--- config.mk ---
export PLATFORM = sky130hd
export DESIGN_NAME = flat_json_object_tokenizer_top
export DESIGN_NICKNAME = d
export VERILOG_FILES = /design/src/hw/rtl/fjot_pkg.sv /design/src/hw/rtl/fjot_front.sv /design/src/hw/rtl/fjot_fifo.sv /design/src/hw/rtl/fjot_back.sv /design/src/hw/rtl/flat_json_object_tokenizer_top.sv
export VERILOG_INCLUDE_DIRS = /design/src /design/src/hw/rtl
export SDC_FILE = /design/constraint.sdc
export NUM_CORES = 1
export LEC_CHECK = 0
export BUFFER_PORTS_ARGS = -buffer_cell sky130_fd_sc_hd__buf_2
export CAP_MARGIN = 20
export CORE_MARGIN = 3
export CORE_UTILIZATION = 30
export CTS_CLUSTER_DIAMETER = 80
export CTS_CLUSTER_SIZE = 30
export DETAILED_ROUTE_END_ITERATION = 12
export PLACE_DENSITY = 0.53
export SLEW_MARGIN = 0
export SYNTH_ARGS = -nofsm -noshare
export SYNTH_HDL_FRONTEND = slang
export SYNTH_HIERARCHICAL = 1
export SYNTH_SLANG_ARGS = --single-unit
--- constraint.sdc ---
create_clock -name clk -period 4.62 [get_ports clk]
set_input_delay 0.231 -clock clk [delete_from_list [all_inputs] [get_ports clk]]
set_output_delay 0.231 -clock clk [all_outputs]
set_load 0.01 [all_outputs]
--- src/hw/rtl/flat_json_object_tokenizer_top_assert.svh ---
// ----------------------------------------------------------------------------
// Flat JSON tokenizer assertion macros
// Shared same-cycle and next-cycle implication property templates.
// ----------------------------------------------------------------------------
`ifndef FLAT_JSON_OBJECT_TOKENIZER_TOP_ASSERT_SVH
`define FLAT_JSON_OBJECT_TOKENIZER_TOP_ASSERT_SVH

// Same-cycle implication, disabled during reset
`define FJOT_ASSERT_NOW(lbl, clk, rst_n, ante, cons, msg) \
  lbl: assert property (@(posedge clk) disable iff (!rst_n) (ante) |-> (cons)) \
    else $error(msg);

// Next-cycle implication, disabled during reset
`define FJOT_ASSERT_NEXT(lbl, clk, rst_n, ante, cons, msg) \
  lbl: assert property (@(posedge clk) disable iff (!rst_n) (ante) |=> (cons)) \
    else $error(msg);

`endif

--- src/hw/rtl/fjot_pkg.sv ---
// ----------------------------------------------------------------------------
// fjot_pkg
// Types and character constants for the flat JSON object tokenizer.
// ----------------------------------------------------------------------------
`timescale 1ns / 1ps

package fjot_pkg;

  // Parse modes
  typedef enum logic [3:0] {
    MODE_SEEK  = 4'd0,
    MODE_GAP   = 4'd1,
    MODE_KEY   = 4'd2,
    MODE_COLON = 4'd3,
    MODE_PREWS = 4'd4,
    MODE_BARE  = 4'd5,
    MODE_STR   = 4'd6,
    MODE_ESC   = 4'd7,
    MODE_DONE  = 4'd8
  } mode_t;

  // Token kinds
  typedef enum logic [2:0] {
    TK_KEYCHAR = 3'd0,
    TK_KEYEND  = 3'd1,
    TK_VALCHAR = 3'd2,
    TK_PAIREND = 3'd3,
    TK_OBJEND  = 3'd4,
    TK_FINISH  = 3'd5
  } tok_kind_t;

  // Characters
  localparam logic [7:0] CH_LBRACE = 8'h7B;
  localparam logic [7:0] CH_RBRACE = 8'h7D;
  localparam logic [7:0] CH_COLON  = 8'h3A;
  localparam logic [7:0] CH_BSLASH = 8'h5C;
  localparam logic [7:0] CH_QUOTE  = 8'h22;
  localparam logic [7:0] CH_LF     = 8'h0A;
  localparam logic [7:0] CH_CR     = 8'h0D;
  localparam logic [7:0] CH_TAB    = 8'h09;
  localparam logic [7:0] CH_SPACE  = 8'h20;
  localparam logic [7:0] CH_COMMA  = 8'h2C;
  localparam logic [7:0] CH_LOW_N  = 8'h6E;

  // Most tokens one byte can produce
  localparam int unsigned MAX_TOKS = 3;

  // Input transaction
  typedef struct packed {
    logic [7:0] in_byte;
    logic       end_of_text;
  } in_item_t;

  // Result transaction
  typedef struct packed {
    tok_kind_t  token_kind;
    logic [7:0] token_char;
    logic       parse_ok;
    logic       last_of_run;
  } out_item_t;

  // One token inside a bundle
  typedef struct packed {
    tok_kind_t  kind;
    logic [7:0] chr;
    logic       ok;
  } tok_t;

  // All tokens caused by one byte
  typedef struct packed {
    logic [1:0]                cnt;
    tok_t [MAX_TOKS-1:0]       toks;
  } bundle_t;

endpackage

--- src/hw/rtl/fjot_front.sv ---
// ----------------------------------------------------------------------------
// fjot_front
// Accepts text bytes, steps the parse mode and builds the token bundle.
// ----------------------------------------------------------------------------
`timescale 1ns / 1ps

module fjot_front (
  input  logic              clk,
  input  logic              rst_n,
  input  logic              in_push,
  input  fjot_pkg::in_item_t in_data,
  input  logic              q_full,
  output logic              q_push,
  output fjot_pkg::bundle_t q_data
);
  import fjot_pkg::*;

  mode_t      mode_r;
  mode_t      mode_nxt;
  bundle_t    bnd;
  logic       acc;
  logic [7:0] c;
  logic       last;
  logic       gap_blank;

  // Append one token to a bundle, dropping beyond the limit
  function automatic bundle_t add_tok(input bundle_t b, input tok_kind_t k,
                                      input logic [7:0] ch, input logic ok);
    bundle_t r;
    r = b;
    if (b.cnt != 2'(MAX_TOKS)) begin
      r.toks[b.cnt] = '{kind: k, chr: ch, ok: ok};
      r.cnt         = b.cnt + 2'd1;
    end
    return r;
  endfunction

  assign c    = in_data.in_byte;
  assign last = in_data.end_of_text;
  assign acc  = in_push && !q_full;

  assign gap_blank = (c == CH_SPACE) || (c == CH_LF) || (c == CH_CR) ||
                     (c == CH_TAB) || (c == CH_COMMA);

  // Step the mode and collect tokens
  always_comb begin
    bnd      = '0;
    mode_nxt = mode_r;
    unique case (mode_r)
      MODE_SEEK: begin
        if (c == CH_LBRACE) mode_nxt = MODE_GAP;
      end
      MODE_GAP: begin
        if (gap_blank) begin
          mode_nxt = MODE_GAP;
        end else if (c == CH_RBRACE) begin
          bnd      = add_tok(bnd, TK_OBJEND, 8'h00, 1'b0);
          bnd      = add_tok(bnd, TK_FINISH, 8'h00, 1'b1);
          mode_nxt = MODE_DONE;
        end else if (c == CH_QUOTE) begin
          mode_nxt = MODE_KEY;
        end else begin
          bnd      = add_tok(bnd, TK_FINISH, 8'h00, 1'b0);
          mode_nxt = MODE_DONE;
        end
      end
      MODE_KEY: begin
        if (c == CH_QUOTE) begin
          bnd      = add_tok(bnd, TK_KEYEND, 8'h00, 1'b0);
          mode_nxt = MODE_COLON;
        end else begin
          bnd = add_tok(bnd, TK_KEYCHAR, c, 1'b0);
        end
      end
      MODE_COLON: begin
        if (c == CH_COLON) mode_nxt = MODE_PREWS;
      end
      MODE_PREWS, MODE_BARE: begin
        if (mode_r == MODE_PREWS && (c == CH_SPACE || c == CH_TAB)) begin
          mode_nxt = MODE_PREWS;
        end else if (mode_r == MODE_PREWS && c == CH_QUOTE) begin
          mode_nxt = MODE_STR;
        end else if (c == CH_COMMA || c == CH_SPACE) begin
          bnd      = add_tok(bnd, TK_PAIREND, 8'h00, 1'b0);
          mode_nxt = MODE_GAP;
        end else if (c == CH_RBRACE) begin
          bnd      = add_tok(bnd, TK_PAIREND, 8'h00, 1'b0);
          bnd      = add_tok(bnd, TK_OBJEND, 8'h00, 1'b0);
          bnd      = add_tok(bnd, TK_FINISH, 8'h00, 1'b1);
          mode_nxt = MODE_DONE;
        end else begin
          bnd      = add_tok(bnd, TK_VALCHAR, c, 1'b0);
          mode_nxt = MODE_BARE;
        end
      end
      MODE_STR: begin
        if (c == CH_QUOTE) begin
          bnd      = add_tok(bnd, TK_PAIREND, 8'h00, 1'b0);
          mode_nxt = MODE_GAP;
        end else if (c == CH_BSLASH && !last) begin
          mode_nxt = MODE_ESC;
        end else begin
          bnd = add_tok(bnd, TK_VALCHAR, c, 1'b0);
        end
      end
      MODE_ESC: begin
        bnd      = add_tok(bnd, TK_VALCHAR, (c == CH_LOW_N) ? CH_LF : c, 1'b0);
        mode_nxt = MODE_STR;
      end
      default: begin
        mode_nxt = MODE_DONE;
      end
    endcase

    // Close the text on the flagged byte
    if (last) begin
      unique case (mode_nxt)
        MODE_SEEK, MODE_KEY, MODE_COLON: begin
          bnd = add_tok(bnd, TK_FINISH, 8'h00, 1'b0);
        end
        MODE_GAP: begin
          bnd = add_tok(bnd, TK_FINISH, 8'h00, 1'b1);
        end
        MODE_PREWS, MODE_BARE, MODE_STR, MODE_ESC: begin
          bnd = add_tok(bnd, TK_PAIREND, 8'h00, 1'b0);
          bnd = add_tok(bnd, TK_FINISH, 8'h00, 1'b1);
        end
        default: begin
          bnd = bnd;
        end
      endcase
      mode_nxt = MODE_SEEK;
    end
  end

  // Queue only bundles that hold tokens
  assign q_push = acc && (bnd.cnt != 2'd0);
  assign q_data = bnd;

  // Advance the parse mode on each accepted byte
  always_ff @(posedge clk) begin
    if (!rst_n) begin
      mode_r <= MODE_SEEK;
    end else if (acc) begin
      mode_r <= mode_nxt;
    end
  end

endmodule

--- src/hw/rtl/fjot_fifo.sv ---
// ----------------------------------------------------------------------------
// fjot_fifo
// Short register queue of token bundles between front and back.
// ----------------------------------------------------------------------------
`timescale 1ns / 1ps

`include "flat_json_object_tokenizer_top_assert.svh"

module fjot_fifo #(
  parameter int unsigned DEPTH = 4
) (
  input  logic              clk,
  input  logic              rst_n,
  input  logic              wr_en,
  input  fjot_pkg::bundle_t wr_data,
  output logic              full,
  input  logic              rd_en,
  output fjot_pkg::bundle_t rd_data,
  output logic              empty
);
  import fjot_pkg::*;

  localparam int unsigned PTR_W = (DEPTH > 1) ? $clog2(DEPTH) : 1;
  localparam int unsigned CNT_W = $clog2(DEPTH + 1);

  bundle_t            mem_r [DEPTH];
  logic [PTR_W-1:0]   wr_ptr_r;
  logic [PTR_W-1:0]   rd_ptr_r;
  logic [CNT_W-1:0]   count_r;
  logic               do_wr;
  logic               do_rd;

  assign full    = (count_r == CNT_W'(DEPTH));
  assign empty   = (count_r == '0);
  assign do_wr   = wr_en && !full;
  assign do_rd   = rd_en && !empty;
  assign rd_data = mem_r[rd_ptr_r];

  // Store incoming bundles
  always_ff @(posedge clk) begin
    if (do_wr) begin
      mem_r[wr_ptr_r] <= wr_data;
    end
  end

  // Advance pointers and occupancy
  always_ff @(posedge clk) begin
    if (!rst_n) begin
      wr_ptr_r <= '0;
      rd_ptr_r <= '0;
      count_r  <= '0;
    end else begin
      if (do_wr) begin
        wr_ptr_r <= (wr_ptr_r == PTR_W'(DEPTH - 1)) ? '0 : wr_ptr_r + PTR_W'(1);
      end
      if (do_rd) begin
        rd_ptr_r <= (rd_ptr_r == PTR_W'(DEPTH - 1)) ? '0 : rd_ptr_r + PTR_W'(1);
      end
      if (do_wr && !do_rd) begin
        count_r <= count_r + CNT_W'(1);
      end else if (do_rd && !do_wr) begin
        count_r <= count_r - CNT_W'(1);
      end
    end
  end

  `FJOT_ASSERT_NOW(a_no_overflow, clk, rst_n, wr_en, !full, "bundle pushed into full queue")
  `FJOT_ASSERT_NOW(a_no_underflow, clk, rst_n, rd_en, !empty, "bundle popped from empty queue")
  `FJOT_ASSERT_NOW(a_count_bound, clk, rst_n, 1'b1, count_r <= CNT_W'(DEPTH), "queue count beyond depth")

endmodule

--- src/hw/rtl/fjot_back.sv ---
// ----------------------------------------------------------------------------
// fjot_back
// Output stage: unpacks queued bundles into single token transactions.
// ----------------------------------------------------------------------------
`timescale 1ns / 1ps

`include "flat_json_object_tokenizer_top_assert.svh"

module fjot_back (
  input  logic                clk,
  input  logic                rst_n,
  input  logic                q_empty,
  input  fjot_pkg::bundle_t   q_data,
  output logic                q_pop,
  output logic                out_empty,
  input  logic                out_pop,
  output fjot_pkg::out_item_t out_data
);
  import fjot_pkg::*;

  bundle_t    bundle_r;
  logic [1:0] idx_r;
  logic       valid_r;
  logic       head_last;
  logic       take;
  logic       pop_ok;
  tok_t       cur;

  assign cur       = bundle_r.toks[idx_r];
  assign head_last = valid_r && (idx_r == bundle_r.cnt - 2'd1);
  assign pop_ok    = out_pop && valid_r;
  assign take      = !valid_r || (pop_ok && head_last);
  assign q_pop     = take && !q_empty;

  assign out_empty            = !valid_r;
  assign out_data.token_kind  = cur.kind;
  assign out_data.token_char  = cur.chr;
  assign out_data.parse_ok    = cur.ok;
  assign out_data.last_of_run = head_last;

  // Load the next bundle or step through the current one
  always_ff @(posedge clk) begin
    if (!rst_n) begin
      valid_r <= 1'b0;
      idx_r   <= '0;
    end else if (q_pop) begin
      valid_r <= 1'b1;
      idx_r   <= '0;
    end else if (take) begin
      valid_r <= 1'b0;
      idx_r   <= '0;
    end else if (pop_ok) begin
      idx_r <= idx_r + 2'd1;
    end
  end

  // Hold the bundle payload
  always_ff @(posedge clk) begin
    if (q_pop) begin
      bundle_r <= q_data;
    end
  end

  `FJOT_ASSERT_NOW(a_idx_in_bundle, clk, rst_n, valid_r, (bundle_r.cnt != 2'd0) && (idx_r < bundle_r.cnt), "token index outside bundle")
  `FJOT_ASSERT_NEXT(a_run_continues, clk, rst_n, pop_ok && !head_last, valid_r && (idx_r == $past(idx_r) + 2'd1), "bundle run cut short")
  `FJOT_ASSERT_NOW(a_ok_only_finish, clk, rst_n, valid_r && (cur.kind != TK_FINISH), !cur.ok, "success flag on non-finish token")

endmodule

--- src/hw/rtl/flat_json_object_tokenizer_top.sv ---
// ----------------------------------------------------------------------------
// flat_json_object_tokenizer_top
// The first token of a byte is offered after it passes the bundle queue and output stage.
// Throughput: 1 byte per cycle while the bundle queue has room; tokens leave at
//   1 per cycle from the output stage while out_pop is high.
// Reset: synchronous rst_n low sets the mode to seeking '{' and empties queue
//   and output stage.
// ----------------------------------------------------------------------------
`timescale 1ns / 1ps

module flat_json_object_tokenizer_top #(
  parameter int unsigned FIFO_DEPTH = 4
) (
  input  logic                clk,
  input  logic                rst_n,
  input  logic                in_push,
  input  fjot_pkg::in_item_t  in_data,
  output logic                in_full,
  output logic                out_empty,
  input  logic                out_pop,
  output fjot_pkg::out_item_t out_data
);
  import fjot_pkg::*;

  logic    q_push;
  logic    q_full;
  logic    q_pop;
  logic    q_empty;
  bundle_t q_wr_data;
  bundle_t q_rd_data;

  assign in_full = q_full;

  // Classify bytes and step the parse mode
  fjot_front u_front (
    .clk     (clk),
    .rst_n   (rst_n),
    .in_push (in_push),
    .in_data (in_data),
    .q_full  (q_full),
    .q_push  (q_push),
    .q_data  (q_wr_data)
  );

  // Decouple front and back
  fjot_fifo #(
    .DEPTH (FIFO_DEPTH)
  ) u_fifo (
    .clk     (clk),
    .rst_n   (rst_n),
    .wr_en   (q_push),
    .wr_data (q_wr_data),
    .full    (q_full),
    .rd_en   (q_pop),
    .rd_data (q_rd_data),
    .empty   (q_empty)
  );

  // Deliver tokens one transaction at a time
  fjot_back u_back (
    .clk       (clk),
    .rst_n     (rst_n),
    .q_empty   (q_empty),
    .q_data    (q_rd_data),
    .q_pop     (q_pop),
    .out_empty (out_empty),
    .out_pop   (out_pop),
    .out_data  (out_data)
  );

endmodule

==> qor.yml, run 1 <==
status: "completed"
drive_gt1_share_pct: 22.3
synthToLayoutAreaGrowth_pct: 9.65
postCtsHoldBufs: 0
globalRouteOverflowTotal: 0
detailedRoute.firstPassIterationCount: 5
first_global_vias: 4504
max_slew_margin_pct: 35.2
antenna-diode-count: 0
critPathCaptureType: "register"
worstSetupPathType: "register to register"
number_of_antenna_violations_at_the_first_check_in_global_routing: 0
worstSkewPairLatency_ps: 460
start_kind: "register"
ir_drop_v: 0.000210
worst_clock_skew_ps: 20.6
cp_slowest_cell: "sky130_fd_sc_hd__o21bai_1"
synth.ff_latch_count: 206
post_cts_setup_bufs: 0
final-max-slew-violation-count: 0
core_ar_sq_um: 28100
max_stage_delay_ps: 650
cts-root-buf: "sky130_fd_sc_hd__clkbuf_16"
postRouteWirelength_um: 16100
ys_warn_count: 6
route.antenna.remaining_nets: 0
dieArea_sq_um: 31000
fmax_mhz: 241
layout.nets: 556
ctsResizeCount: 0
power_leakage_nw: 3.00
worst-path-max-fanout: 11
synth_sequential_area_ratio_pct: 69.6
die_height_um: 176
worst-endpoint-arrival_ps: 4540
gpl.final_weighted_congestion: 0.886
detailed_place_hpwl_um: 10600
ys_types: 66
tritoncts.num_buffers: 11
routedWlPerCell_um: 17.6
avgSynthCellArea_sq_um: 17.1
postSynth.topFlopCell: "sky130_fd_sc_hd__edfxtp_1"
totalPowerFinal_mw: 4.44
max_cap_violations: 0
row_count: 61
min_period_ps: 4150
hold_viol: 0
route.vias.total: 4300
synth-async-reset-ratio_pct: 0
num_io_pins: 28
initial_standard_cell_utilization_of_the_core_pct: 30.8
place.port_buffers: 27
maxUsedRoutingLayer: "met4"
min_period_over_period_pct: 89.9
cells_along_the_critical_path: "or2_2 -> o21bai_1 -> o21ai_2 -> nor3b_2 -> nor2_1 -> a21oi_1 -> nor2b_1 -> ha_1 -> inv_1 -> fa_1 -> xor2_1 -> or3_1 -> a21boi_0"
clk_transition_reported_paths_ps: 100
timing_worst_slew_pin_value_ps: 972
detail_route.iter0.violations: 277
overall_track_demand_over_capacity_in_global_routing_pct: 10.5
tritoncts_clock_tree: "built"
holdWs_ps: 59.7
grt_pass1_wl_um: 25600
pin_count_of_the_biggest_net_entering_global_routing: 39
htree_num_levels: 1
clock_tree.buffer_depth: 3
crit_required_ps: 5000
route.layer.met1.wl_um: 7040
syn-cell-area_sq_um: 8660
wl_met3_um: 580
drt-vias-per-instance: 4.69
finalSetupTns_ps: 0
pd_cells_nw_per_um2: 468
syn_inst_count: 508
fp.dieW_um: 176
holdCritPathClass: "input pin to register"
detail_route.drc_violations: 0
detailroute.wirelength.met2_um: 8220
rsz0062_at_grt: "no"
clock_sink_count: 206
number_of_enable_type_register_cells_in_the_synthesized_netlist: 190
final-setup-viol-count: 0
==> cells in the mapped netlist (all sizes together), types with 3 or more instances <==
cell type	number	share of area (%)
or3b	4	0.43
ha	6	0.87
mux4	38	9.9
a21boi	4	0.35
or3	5	0.42
nand2b	8	0.58
o22ai	3	0.22
edfxtp	190	66
buf	33	2.9
nor2	13	0.56
nor4	4	0.29
nand4	3	0.22
nor3b	4	0.46
inv	10	0.43
and2	10	0.72
nand3	9	0.52
or2	3	0.22
dfxtp	16	3.7
xor2	5	0.51
nand2	29	1.3
nor2b	6	0.43
nor3	7	0.46
o21ai	22	1.3
a31oi	4	0.29
clkbuf	9	0.39
mux2i	17	2.0
a21oi	10	0.58
a2111oi	3	0.45
==> path summary, 6_finish.rpt <==
check | start | slack [ps] | depth (start not counted) | to
min | out_pop | 60 | 2 | u_back/valid_r$_SDFFE_PN0P_
min reg2reg | u_fifo/wr_ptr_r[1]$_SDFFE_PN0P_ | 510 | 2 | u_fifo/wr_ptr_r[1]$_SDFFE_PN0P_
max reg2reg | u_front/mode_r[0]$_SDFFE_PN0P_ | 470 | 13 | u_fifo/count_r[2]$_SDFFE_PN0P_
max | u_front/mode_r[0]$_SDFFE_PN0P_ | 470 | 13 | u_fifo/count_r[2]$_SDFFE_PN0P_
==> worst max-delay path: cells and delay by family (launching register included) <==
family          cells  cell delay (ps)
fa+ha+maj           2              700
buf+inv             1               70
simple gates        5             1660
xor+xnor            1              150
compound gates      4             1130
flops               1              380
==> through the flow <==
stage               setup WS (ps)  std cells  cell area, sq um  utilization [%]
finish                        466        916              9500             33.8
global route                 80.1        916              9500             33.8
CTS                           485        916              9500             33.8
detailed placement            373        901              9180             32.7
global placement              545        900              9160             32.6
floorplan                     919        524              8730                -
==> area by class of cell <==
class / count / area [sq um]
Multi-Input combinational cell: 266 / 2390
Sequential cell: 206 / 6030
Clock buffer: 11 / 275
Timing Repair Buffer: 41 / 253
Clock inverter: 4 / 41.3
Tap cell: 378 / 473
Inverter: 10 / 37.5
Fill cell: 2709 / 18600
==> report_power, final <==
part	leakage, nW	switching, mW	internal [mW]
clock	0.154	0.567	0.453
combinational	0.929	0.444	0.405
sequential	1.92	0.165	2.41
total	3.00	1.18	3.27
==> per-layer routing <==
| metal | track usage (%) | up-vias |
|---|---|---|
| met2 | 18.3 | 90 |
| met3 | 1.59 | 19 |
| met1 | 13.9 | 2178 |
| met5 | 0 | - |
| met4 | 2.61 | 0 |
| li1 | - | 2013 |
==> cell usage in the layout, fill, tap and decap left out, drive strengths merged, types with 3 or more instances in the layout <==
| cell type | Yosys | layout |
|---|---|---|
| and2 | 10 | 10 |
| buf | 33 | 41 |
| edfxtp | 190 | 190 |
| nor4 | 4 | 4 |
| a2111oi | 3 | 3 |
| a21oi | 10 | 10 |
| conb | 1 | 17 |
| nor3b | 4 | 4 |
| o21ai | 22 | 22 |
| o22ai | 3 | 3 |
| inv | 10 | 12 |
| xor2 | 5 | 5 |
| or3b | 4 | 4 |
| a21boi | 4 | 4 |
| clkbuf | 9 | 11 |
| nand2 | 29 | 29 |
| mux4 | 38 | 38 |
| or3 | 5 | 5 |
| dfxtp | 16 | 16 |
| a31oi | 4 | 4 |
| nand2b | 8 | 8 |
| nor3 | 7 | 7 |
| ha | 6 | 6 |
| or2 | 3 | 3 |
| nor2 | 13 | 13 |
| nand3 | 9 | 9 |
| nor2b | 6 | 6 |
| nand4 | 3 | 3 |
| mux2i | 17 | 17 |
==> sequential cells by signal, summed over array words and instances (netlist names), named ones only <==
signal           count
u_back/idx_r         2
u_front/mode_r       4
u_fifo/wr_ptr_r      2
u_fifo/rd_ptr_r      2
u_back/valid_r       1
u_back/bundle_r     38
u_fifo/count_r       3
u_fifo/mem_r       152
==> cells by family (layout without fill, tap and decap cells) <==
| logic type | Yosys count | in the layout | share of synthesized area, % |
|---|---|---|---|
| xor gates and xnor gates | 7 | 7 | 0.794 |
| adders and majority gates | 7 | 7 | 1.10 |
| and+or+nand+nor | 116 | 116 | 7.94 |
| AOI/OAI and AO/OA | 64 | 64 | 4.91 |
| other | 1 | 17 | 0.0433 |
| buffers and inverters | 52 | 66 | 3.77 |
| muxes | 55 | 55 | 11.9 |
| DFF | 206 | 206 | 69.6 |
(Power assumes the default switching activity.)
==> inputs of run 2 (changes only) <==
Settings changed: PLACE_DENSITY 0.53 to 0.51, TNS_END_PERCENT set to 5.
Clock period 4.62 ns to 4.5 ns, I/O delays scaled along.
==> qor.yml, run 2 (synthesized netlist as in run 1, its figures left out) <==
fp.dieW_um: 176
crit_start: "u_front/mode_r[0]$_SDFFE_PN0P_"
detailedRoute.firstPassIterationCount: 5
cts-root-buf: "sky130_fd_sc_hd__clkbuf_16"
fmax_mhz: 253
finalSetupTns_ps: 0
largestRegisters: "u_fifo/mem_r x152, u_back/bundle_r x38, u_front/mode_r x4"
first_global_vias: 4513
detail_route.iter0.violations: 288
tritoncts.num_buffers: 12
clock_tree.buffer_depth: 3
area.sequential_sq_um: 6030
final-max-slew-violation-count: 0
layout.nets: 554
post_cts_setup_bufs: 0
globalRouteOverflowTotal: 0
drt-vias-per-instance: 4.71
ir_drop_v: 0.000258
timing_worst_slew_pin_value_ps: 965
worst-endpoint-arrival_ps: 4340
detailed_place_hpwl_um: 9890
place.port_buffers: 27
gpl.final_weighted_congestion: 0.862
row_count: 61
synthToLayoutAreaGrowth_pct: 10.9
rsz0062_at_grt: "no"
largest_register_ff_count: 152
clk_transition_reported_paths_ps: 90
worstSkewPairLatency_ps: 460
min_period_ps: 3960
initial_standard_cell_utilization_of_the_core_pct: 30.8
mostFrequentLayoutCells: "190 x sky130_fd_sc_hd__edfxtp_1, 38 x sky130_fd_sc_hd__mux4_2, 29 x sky130_fd_sc_hd__nand2_1"
htree_num_levels: 1
area_of_the_multi_input_gates_sq_um: 2390
num_io_pins: 28
tritoncts_clock_tree: "built"
dieArea_sq_um: 31000
detail_route.drc_violations: 0
start_kind: "register"
nFillCells: 2762
clock_sink_count: 206
power_leakage_nw: 3.04
antenna-diode-count: 0
holdCritPathClass: "input pin to register"
postCtsHoldBufs: 0
status: "completed"
pd_cells_nw_per_um2: 494
hold_viol: 0
crit_required_ps: 4880
ctsResizeCount: 0
final-setup-viol-count: 0
core_ar_sq_um: 28100
cells_along_the_critical_path: "or2_2 -> o21bai_1 -> o21ai_2 -> nor3b_2 -> nor2_1 -> a21oi_1 -> nor2b_1 -> buf_4 -> ha_1 -> inv_1 -> fa_1 -> xor2_1 -> or3_1 -> a21boi_0"
regMostFlops: "u_fifo/mem_r"
routedWlPerCell_um: 17.7
max_stage_delay_ps: 670
critPathCaptureType: "register"
route.antenna.remaining_nets: 0
overall_track_demand_over_capacity_in_global_routing_pct: 10.6
pin_count_of_the_biggest_net_entering_global_routing: 39
drive_gt1_share_pct: 22.4
worst-path-max-fanout: 11
number_of_antenna_violations_at_the_first_check_in_global_routing: 0
route.vias.total: 4315
r2r_start: "u_front/mode_r[0]$_SDFFE_PN0P_"
max_slew_margin_pct: 35.6
die_height_um: 176
holdWs_ps: 51.5
postRouteWirelength_um: 16300
final_common_cell: "sky130_fd_sc_hd__edfxtp_1"
min_period_over_period_pct: 87.9
hold_start: "in_data[0]"
grt_pass1_wl_um: 25900
max_cap_violations: 0
worstSetupPathType: "register to register"
cp_slowest_cell: "sky130_fd_sc_hd__o21bai_1"
worst_clock_skew_ps: 15.1
-- run 2: cell count changes in the layout (fill, tap and decap cells not counted), sizes merged --
cell / delta
buf: -3
bufinv: +1
clkbuf: +2
clkinv: +3
clkinvlp: -1
inv: -1
-- run 2: path summary, 6_finish.rpt --
path                                      to  slack, ps  depth (start not counted)
max           u_fifo/count_r[2]$_SDFFE_PN0P_        540                         14
min           u_front/mode_r[3]$_SDFFE_PN0P_         50                          2
max reg2reg   u_fifo/count_r[2]$_SDFFE_PN0P_        540                         14
min reg2reg  u_fifo/wr_ptr_r[1]$_SDFFE_PN0P_        510                          2
-- run 2: layout make-up --
class                           instances  share of cell area, %
Clock buffer                           13                   3.39
Clock inverter                          6                  0.886
Inverter                               10                  0.391
Multi-Input combinational cell        266                   24.9
Sequential cell                       206                   62.7
Tap cell                              378                   4.92
Timing Repair Buffer                   38                   2.79
-- run 2: metal layers --
metal,vias up,wire [um],global-route usage (%)
met5,-,0,0
met4,0,153,1.65
met3,18,623,1.78
met2,85,8120,18.5
met1,2210,7370,14.4
li1,2002,-,-
-- run 2: critical path: cells and delay by family (launching register included) --
family / cells / cell delay [ps]
buffers and inverters: 2 / 220
and+or+nand+nor: 5 / 1370
xor gates and xnor gates: 1 / 160
AOI/OAI and AO/OA: 4 / 1140
DFF: 1 / 390
adders and majority gates: 2 / 620
-- run 2: where the power goes --
group	switching [mW]	internal, mW
registers	0.160	2.47
logic	0.483	0.421
clock network	0.608	0.604
-- run 2: stage by stage --
stage	power, mW	util, %	cell area (sq um)	instances	worst slack, ps
6_report	4.75	34.2	9610	917	545
5_1_grt	5.02	34.2	9610	917	190
4_1_cts	4.84	34.2	9610	917	586
3_5_place_dp	3.63	32.7	9200	898	518
3_3_place_gp	3.59	32.7	9180	897	640
2_1_floorplan	3.34	-	8730	524	799
